[config.mk]
export PLATFORM = sky130hd
export DESIGN_NAME = max_profit_k_transactions
export DESIGN_NICKNAME = d
export VERILOG_FILES = /design/src/hdl/mpk_pkg.sv /design/src/hdl/max_profit_k_transactions.sv /design/src/hdl/mpk_lane.sv /design/src/hdl/mpk_result.sv
export SDC_FILE = /design/constraint.sdc
export NUM_CORES = 2
export LEC_CHECK = 0
export BUFFER_PORTS_ARGS = -buffer_cell sky130_fd_sc_hd__buf_2
export CORE_MARGIN = 4
export CORE_UTILIZATION = 25
export DETAILED_ROUTE_END_ITERATION = 6
export PLACE_DENSITY_LB_ADDON = 0.12
export RECOVER_POWER = 100
export SLEW_MARGIN = 20
export SYNTH_ARGS = -nofsm -noshare
export SYNTH_HDL_FRONTEND = slang
export SYNTH_SLANG_ARGS = --single-unit
[constraint.sdc]
create_clock -name clk -period 13.9 [get_ports clk]
set_input_delay 0.695 -clock clk [delete_from_list [all_inputs] [get_ports clk]]
set_output_delay 0.695 -clock clk [all_outputs]
set_load 0.02 [all_outputs]
[src/hdl/mpk_pkg.sv]
package mpk_pkg;

  // Sizing of the datapath
  localparam int K_MAX       = 16;
  localparam int PRICE_BITS  = 16;
  localparam int PROFIT_BITS = 20;
  localparam int TRADE_BITS  = 5;
  localparam int K_BITS      = (K_MAX > 1) ? $clog2(K_MAX) : 1;
  localparam int VAL_RAW     = PRICE_BITS + K_BITS + 2;
  localparam int VAL_BITS    = (VAL_RAW > PROFIT_BITS + 1) ? VAL_RAW : PROFIT_BITS + 1;
  localparam int CNT_RAW     = $clog2(K_MAX + 1);
  localparam int CNT_BITS    = (CNT_RAW > TRADE_BITS) ? CNT_RAW : TRADE_BITS;

  // Reset value of the trade limit
  localparam logic [TRADE_BITS-1:0] TRADES_RESET = TRADE_BITS'(1);

  typedef logic signed [VAL_BITS-1:0] val_t;

  typedef struct packed {
    logic [PRICE_BITS-1:0] price;
    logic                  last_day;
  } in_item_t;

  typedef struct packed {
    logic [PROFIT_BITS-1:0] profit;
    logic                   too_short;
  } out_item_t;

  // Per-cycle control shared by all lanes
  typedef struct packed {
    logic load;
    logic first;
  } lane_ctrl_t;

endpackage

[src/hdl/max_profit_k_transactions.sv]
// Best profit over a price sequence with at most max_trades buy-sell trades.
// Input channel (in_valid/in_ready/in_data): one price per item; last_day
// marks the final price of a sequence, and the next item starts a new one.
// Output channel (out_valid/out_ready/out_data): one item per sequence,
// profit and too_short, given only for an item with last_day set.
// Config channel (cfg_valid/cfg_ready/cfg_data): the trade limit, always
// ready; write it only while no sequence is in progress.
// Order: an accepted item waits in the input register; lane update and
// result register load as it advances, a last item only with the output
// register free. One item per cycle unless a last item waits; all lanes
// update in the same cycle, each with one add and one compare per entry.
// Reset: the trade limit returns to 1 and the block waits for the first
// price of a new sequence.
// Stall: while the output register is full and not taken, items without
// last_day keep flowing; a last item waits in the input register and
// in_ready drops until the pending result is taken.
module max_profit_k_transactions (
  input  logic                               clk,
  input  logic                               rst,
  input  logic                               in_valid,
  output logic                               in_ready,
  input  mpk_pkg::in_item_t                  in_data,
  output logic                               out_valid,
  input  logic                               out_ready,
  output mpk_pkg::out_item_t                 out_data,
  input  logic                               cfg_valid,
  output logic                               cfg_ready,
  input  logic [mpk_pkg::TRADE_BITS-1:0]     cfg_data
);
  import mpk_pkg::*;

  logic                  s1_valid;
  in_item_t              s1;
  logic                  s1_adv;
  logic                  out_free;
  logic [1:0]            days_seen;
  logic [1:0]            days_seen_next;
  logic [TRADE_BITS-1:0] max_trades;
  lane_ctrl_t            lane_ctrl;
  val_t                  free [K_MAX];
  val_t                  free_next [K_MAX];
  out_item_t             result;

  // Handshake: last items need a free output slot, others always advance
  assign cfg_ready = 1'b1;
  assign out_free  = !out_valid || out_ready;
  assign s1_adv    = s1_valid && (!s1.last_day || out_free);
  assign in_ready  = !s1_valid || s1_adv;

  // Hold the trade limit
  always_ff @(posedge clk) begin
    if (rst) begin
      max_trades <= TRADES_RESET;
    end else if (cfg_valid && cfg_ready) begin
      max_trades <= cfg_data;
    end
  end

  // Capture the input item
  always_ff @(posedge clk) begin
    if (rst) begin
      s1_valid <= 1'b0;
    end else if (in_valid && in_ready) begin
      s1_valid <= 1'b1;
    end else if (s1_adv) begin
      s1_valid <= 1'b0;
    end
  end

  always_ff @(posedge clk) begin
    if (in_valid && in_ready) begin
      s1 <= in_data;
    end
  end

  // Count prices of the sequence, saturating at two, cleared after the last
  always_comb begin
    if (s1.last_day) begin
      days_seen_next = 2'd0;
    end else if (days_seen == 2'd2) begin
      days_seen_next = days_seen;
    end else begin
      days_seen_next = days_seen + 2'd1;
    end
  end

  always_ff @(posedge clk) begin
    if (rst) begin
      days_seen <= 2'd0;
    end else if (s1_adv) begin
      days_seen <= days_seen_next;
    end
  end

  assign lane_ctrl.load  = s1_adv;
  assign lane_ctrl.first = (days_seen == 2'd0);

  // One lane per trade count; lane zero buys from a zero free entry
  for (genvar k = 0; k < K_MAX; k++) begin : g_lane
    val_t prev;
    if (k == 0) begin : g_head
      assign prev = '0;
    end else begin : g_chain
      assign prev = free[k-1];
    end
    mpk_lane u_lane (
      .clk       (clk),
      .ctrl      (lane_ctrl),
      .price     (s1.price),
      .free_prev (prev),
      .free      (free[k]),
      .free_next (free_next[k])
    );
  end

  mpk_result u_result (
    .free_next  (free_next),
    .max_trades (max_trades),
    .too_short  (days_seen == 2'd0),
    .result     (result)
  );

  // Output register: load on a last item, drop when taken
  always_ff @(posedge clk) begin
    if (rst) begin
      out_valid <= 1'b0;
    end else if (s1_adv && s1.last_day) begin
      out_valid <= 1'b1;
    end else if (out_ready) begin
      out_valid <= 1'b0;
    end
  end

  always_ff @(posedge clk) begin
    if (s1_adv && s1.last_day) begin
      out_data <= result;
    end
  end

`ifndef SYNTHESIS
  a_result_from_last : assert property (@(posedge clk) disable iff (rst)
    $rose(out_valid) |-> $past(s1_adv && s1.last_day))
    else $error("result appeared without a last item");

  a_short_zero : assert property (@(posedge clk) disable iff (rst)
    out_valid && out_data.too_short |-> out_data.profit == '0)
    else $error("short sequence gave a nonzero profit");

  a_days_sat : assert property (@(posedge clk) disable iff (rst)
    days_seen != 2'd3)
    else $error("day count passed saturation");

  a_seq_restart : assert property (@(posedge clk) disable iff (rst)
    s1_adv && s1.last_day |=> days_seen == 2'd0)
    else $error("sequence not restarted after last item");

  a_last_waits : assert property (@(posedge clk) disable iff (rst)
    s1_valid && s1.last_day && out_valid && !out_ready |=> s1_valid)
    else $error("last item dropped while result pending");
`endif

endmodule

[src/hdl/mpk_lane.sv]
module mpk_lane (
  input  logic                                  clk,
  input  mpk_pkg::lane_ctrl_t                   ctrl,
  input  logic [mpk_pkg::PRICE_BITS-1:0]        price,
  input  mpk_pkg::val_t                         free_prev,
  output mpk_pkg::val_t                         free,
  output mpk_pkg::val_t                         free_next
);
  import mpk_pkg::*;

  val_t holding;
  val_t holding_next;
  val_t p_ext;
  val_t sell;
  val_t buy;

  // Sell into the free entry, buy out of the previous free entry
  always_comb begin
    p_ext = val_t'({{(VAL_BITS - PRICE_BITS){1'b0}}, price});
    sell  = holding + p_ext;
    buy   = free_prev - p_ext;
    if (ctrl.first) begin
      free_next    = '0;
      holding_next = -p_ext;
    end else begin
      free_next    = (sell > free) ? sell : free;
      holding_next = (buy > holding) ? buy : holding;
    end
  end

  // Update on every item taken by the update stage
  always_ff @(posedge clk) begin
    if (ctrl.load) begin
      free    <= free_next;
      holding <= holding_next;
    end
  end

endmodule

[src/hdl/mpk_result.sv]
module mpk_result (
  input  mpk_pkg::val_t                      free_next [mpk_pkg::K_MAX],
  input  logic [mpk_pkg::TRADE_BITS-1:0]     max_trades,
  input  logic                               too_short,
  output mpk_pkg::out_item_t                 result
);
  import mpk_pkg::*;

  localparam val_t CAP = val_t'((2 ** PROFIT_BITS) - 1);

  logic [CNT_BITS-1:0] t_ext;
  logic [CNT_BITS-1:0] t;
  val_t                pick;

  // Limit the trade count to the number of lanes
  always_comb begin
    t_ext = CNT_BITS'(max_trades);
    t     = (t_ext > CNT_BITS'(K_MAX)) ? CNT_BITS'(K_MAX) : t_ext;
  end

  // Select the free entry for the trade count; zero trades picks nothing
  always_comb begin
    pick = '0;
    for (int k = 0; k < K_MAX; k++) begin
      if (t == CNT_BITS'(k + 1)) begin
        pick = free_next[k];
      end
    end
  end

  // Clamp into the profit range
  always_comb begin
    result.too_short = too_short;
    if (too_short || pick < 0) begin
      result.profit = '0;
    end else if (pick > CAP) begin
      result.profit = '1;
    end else begin
      result.profit = PROFIT_BITS'(pick);
    end
  end

endmodule
# After elaboration in Yosys (flattened, before gate mapping)
# Index checks and enable logic that the tools add are counted.
# Widths: inputs -> output; s select.
# op_classes
add_sub_neg,34
order_cmp,35
eq_ne,18
muxes,88
reduce_logical,46
# op_table
op,n
$mux 22,80
$gt 22x22->1,32
$add 22x17->22,16
$sub 22x17->22,15
$eq 5x4->1 const B,8
$reduce_bool 2->1,18
$reduce_and 2->1,17
$gt 22x21->1 const B,1
$lt 22x1->1 const B,1
$neg 16->22,1
$eq 5x3->1 const B,4
$mux 20,1
$sub 1x16->17 const A,1
$eq 5x2->1 const B,2
$eq 5x1->1 const B,1
$eq 5x5->1 const B,1
$gt 5x5->1 const B,1
$mux 5,1
$logic_or 1x1->1,4
$mux 1,4
$mux 2,2
$logic_and 1x1->1,3
$logic_not 1->1,3
$add 2x1->2 const B,1
other kinds (3),3
# word_totals
reg_bits,751
wordCells,261

# Longest topological paths before layout
# depth
ltp_word,22
depth_mapped,25

# Hierarchy
# Synthesis repeated with hierarchy kept, for this count alone.
# unflattened
hier_cells,10230
area_unflattened_um2,86664.4
# modules_own_cells
mod,n_inst,cells_per_inst,area_per_inst_um2,seq_area_each_um2
mpk_lane at g_lane[10].u_lane ...,11,597,5098.6,1321.3
mpk_lane at g_lane[0].u_lane ...,3,601,5207.5,1321.3
mpk_lane at g_lane[9].u_lane,1,649,5301.3,1321.3
mpk_lane at g_lane[8].u_lane,1,607,5138.7,1321.3
mpk_result,1,516,2950.3,0.0
max_profit_k_transactions,1,88,1566.5,1321.3

# Worst setup path after synthesis
# OpenSTA, ideal clock, no wires.
# synth_timing
path_kind,input-to-reg
from,input port out_ready
to,register g_lane[15].u_lane.holding[0] (enable)
arrival_time_ns,9.955
setup_slack_ns,3.530
cell_stages,6
path_buffers,0
cell_sequence,nor2b_1 nand2_1 nand2_1 inv_1 o21ai_0 a31oi_1
# synth_between
elab_chain_len,4
# synth_lines
item,line_no,text
from (decl),max_profit_k_transactions.sv:24,"input logic out_ready,"
$logic_or 1x1->1,max_profit_k_transactions.sv:46,assign out_free = !out_valid || out_ready;
$logic_or 1x1->1,max_profit_k_transactions.sv:47,assign s1_adv = s1_valid && (!s1.last_day || out_free);
$logic_and 1x1->1,max_profit_k_transactions.sv:47,
net s1_adv,max_profit_k_transactions.sv:34,logic s1_adv;
$reduce_and 2->1 (no line),n/a,
to (signal assigned),mpk_lane.sv:35,holding <= holding_next;
to (decl),mpk_lane.sv:11,val_t holding;
# The timed path passes the listed nets, and every way through them passes these cells.
# A chain may end at the register's enable or synchronous reset.

# Worst setup path in the final report
# layout_timing
from,register s1[13] in the netlist's numbering
to,"register out_data[2] in the netlist's numbering, data pin"
# layout_between
elab_chain_len,22
# layout_lines
item,line_no,text
from (decl),max_profit_k_transactions.sv:33,in_item_t s1;
from (signal assigned),max_profit_k_transactions.sv:72,s1 <= in_data;
$add 22x17->22,mpk_lane.sv:20,sell = holding + p_ext;
$gt 22x22->1,mpk_lane.sv:26,free_next = (sell > free) ? sell : free;
$mux 22,mpk_lane.sv:26,
$mux 22,mpk_lane.sv:22,if (ctrl.first) begin
$mux 22 (15 in a row),mpk_result.sv:25,if (t == CNT_BITS'(k + 1)) begin
$mux 22 (*),mpk_result.sv:25,
$gt 22x21->1 / $lt 22x1->1 (equally long branches),"mpk_result.sv:36, mpk_result.sv:34",
$mux 20 / $logic_or 1x1->1 (equally long branches),"mpk_result.sv:36, mpk_result.sv:34",
to (signal assigned),max_profit_k_transactions.sv:136,out_data <= result;
to (decl),max_profit_k_transactions.sv:25,"output mpk_pkg::out_item_t out_data,"
# Mark *: on every way between the ends. The rest lies on a longest branch, timed or not.

==> results_dict.tcl <==
set metrics [dict create \
    io_pins 51 \
    cts_max_level 3 \
    n_fill_cell 32800 \
    synth_warnings 0 \
    end_kind "register" \
    root_buffer "clkbuf_16" \
    area_delta_synth_final_pct 12.6 \
    final_nets 10200 \
    synth_cell_types 94 \
    multi_input_area_sq_um 50300 \
    numCtsBuffers 116 \
    gp_congestion 0.980 \
    gr-usage-all-layers_pct 24.2 \
    peakVddDrop_mv 0.108 \
    clk_latency_ns 0.90 \
    dr.first_iter.drc_count 6888 \
    arrival_ns 12.50 \
    die_h_um 562 \
    antenna_found_initial 59 \
    hold_violations 0 \
    synth_seq_cells 751 \
    synth_seq_area_share_pct 29.2 \
    start_util_pct 25.1 \
    path_clk_slew_ns 0.05 \
    cts_tree "built" \
    finalClockSkew_ns 0.0681 \
    tightest_slew_ns 3.96 \
    setup_viol 0 \
    status "finished with violations" \
    relSlewSlack_pct -164 \
    p_per_area_nw_per_um2 107 \
    grt_pass1_wl_mm 540 \
    fin_total_pwr_uw 9220 \
    synth_edf_count 742 \
    first_global_vias 66700 \
    crit_type "register to register" \
    cts-resized-gates 0 \
    drt-wirelength-per-cell_um 30.1 \
    postSynthCellCount 8795 \
    drive_gt1_share_pct 5.31 \
    cts.sink_count 751 \
    violations "capacitance limit, slew limit" \
    core_sq_um 306000 \
    hold_path_class "primary input to register" \
    startpoint_type "register" \
    grt_max_degree 91 \
    port_buffers 49 \
    vias_per_cell 5.29 \
    period_minus_slack_ns 11.77 \
    synth_nets 10100 \
    drcViolationCount 0 \
    synth_ff_type "edfxtp_1" \
    drv_cap 51 \
    critPathMaxFanout 35 \
    dp.final_hpwl_mm 308 \
    clockBufferDepth 4 \
    fin_crit_sh_pct 84.7 \
    layout_common_cells "ha_1 (1,203), inv_1 (901), nor2_1 (793)" \
    clock.fmax_mhz 84.9 \
    slew_viol_final 1299 \
    avgSynthCellArea_sq_um 8.74 \
    p_leak_uw 0.0375 \
    overflow 0 \
    layout_commonest_cell "ha_1" \
    fin_tns_setup_ns 0 \
    wl_mm 396 \
    regArea_sq_um 22500 \
    die_x_um 562 \
    vias 69600 \
    drt_first_pass_iters 5 \
    rows 203 \
    critPathRequiredTime_ns 14.63 \
    syn-cell-area_sq_um 76800 \
    rsz0062_at_grt "no" \
    ant_nets 0 \
    dieArea_sq_um 316000 \
    async_reset_ff_share_pct 0 \
]
registers in the layout (all words and copies together) (netlist names):
register,flops
g_lane.u_lane.free,352
out_data,21
out_valid,1
s1_valid,1
max_trades,5
s1,17
g_lane.u_lane.holding,352
days_seen,2
logic make-up (layout without fill, tap and decap cells):
kind of cell / after synthesis / after routing / synth area share [%]
flops: 751 / 751 / 29.2
fa+ha+maj: 1234 / 1234 / 20.4
mux: 182 / 182 / 2.39
xor+xnor: 548 / 548 / 6.25
simple gates: 2679 / 2679 / 16.3
other cells: 1 / 39 / 0.00488
buf+inv: 1118 / 1356 / 5.50
compound gates: 2282 / 2282 / 20.0
final cells by class:
type / instances / share of cell area, %
Timing Repair Buffer: 238 / 1.63
Inverter: 919 / 4.00
Clock buffer: 145 / 3.56
Sequential cell: 751 / 26.0
Clock inverter: 54 / 0.636
Antenna cell: 38 / 0.110
Tap cell: 4100 / 5.93
Multi-Input combinational cell: 6926 / 58.2
power breakdown:
part / internal [uW] / switching, uW / leakage (uW)
Sequential: 2640 / 112 / 0.00697
Combinational: 1200 / 2270 / 0.0288
Clock: 1750 / 1250 / 0.00179
Total: 5590 / 3630 / 0.0375
cells in the mapped netlist, types with 114 or more instances:
| cell type | number | area share (%) |
|---|---|---|
| mux2i_1 | 171 | 2.2 |
| xnor2_1 | 452 | 5.2 |
| a211oi_1 | 159 | 1.6 |
| a21oi_1 | 603 | 3.9 |
| nor3_1 | 167 | 1.1 |
| a21o_1 | 250 | 2.4 |
| o21ai_0 | 376 | 2.4 |
| nor2_1 | 796 | 3.9 |
| inv_1 | 916 | 4.5 |
| ha_1 | 1203 | 20 |
| o21a_1 | 184 | 1.8 |
| nand4_1 | 166 | 1.4 |
| clkbuf_1 | 162 | 0.79 |
| a21bo_2 | 114 | 1.5 |
| edfxtp_1 | 742 | 29 |
| nand3_1 | 240 | 1.6 |
| nand2_1 | 781 | 3.8 |
through the flow:
| stage | std cells | hold slack (ns) | setup slack (ns) | cell area [sq um] | utilization, % |
|---|---|---|---|---|---|
| 3_3_place_gp | 12900 | 0.473 | 4.36 | 83100 | 27.2 |
| 5_1_grt | 13100 | 0.0895 | 2.17 | 86400 | 28.3 |
| 2_1_floorplan | 8795 | 0.452 | 3.53 | 76800 | - |
| 4_1_cts | 13100 | 0.0361 | 4.55 | 87000 | 28.4 |
| 3_5_place_dp | 12900 | 0.497 | 4.65 | 83200 | 27.2 |
| 6_report | 13200 | 0.103 | 2.13 | 86500 | 28.3 |
critical path, cell delays in order (launching register included):
cell       delay (ns)
edfxtp_1         0.31
clkbuf_1         1.33
clkbuf_1         2.06
ha_1             0.56
a21o_1           0.19
or3_1            0.34
or4_1            0.45
a31oi_1          0.46
nor3_1           0.12
xnor2_1          1.02
ha_1             0.43
a21o_1           0.18
a2111oi_0        0.37
and4b_1          0.24
a221o_2          0.12
buf_4            0.45
nor2_1           0.43
a221o_1          0.41
o32ai_2          0.57
nand4b_1         0.23
a221oi_2         0.73
buf_4            0.37
o41a_1           0.19
final timing paths:
check	slack, ns	cells after the start	from	to
setup / recovery	2.13	22	s1[13]	out_data[2]
hold / removal	0.10	3	cfg_data[0]	max_trades[0]
setup reg to reg	2.13	22	s1[13]	out_data[2]
hold reg to reg	0.50	2	days_seen[0]	days_seen[0]
per-layer routing:
| layer | share of wire, % | global-route usage [%] |
|---|---|---|
| met5 | 0.0066 | 0 |
| met4 | 4.2 | 9.29 |
| met3 | 6.2 | 3.37 |
| met2 | 44 | 37.9 |
| met1 | 46 | 33.5 |
what timing repair did:
item	in CTS	in global routing
endpoints found under the hold margin	12	0
buffers inserted	0	0
endpoints found under the setup margin	0	0
hold buffers	12	0
(Power assumes the default switching activity.)
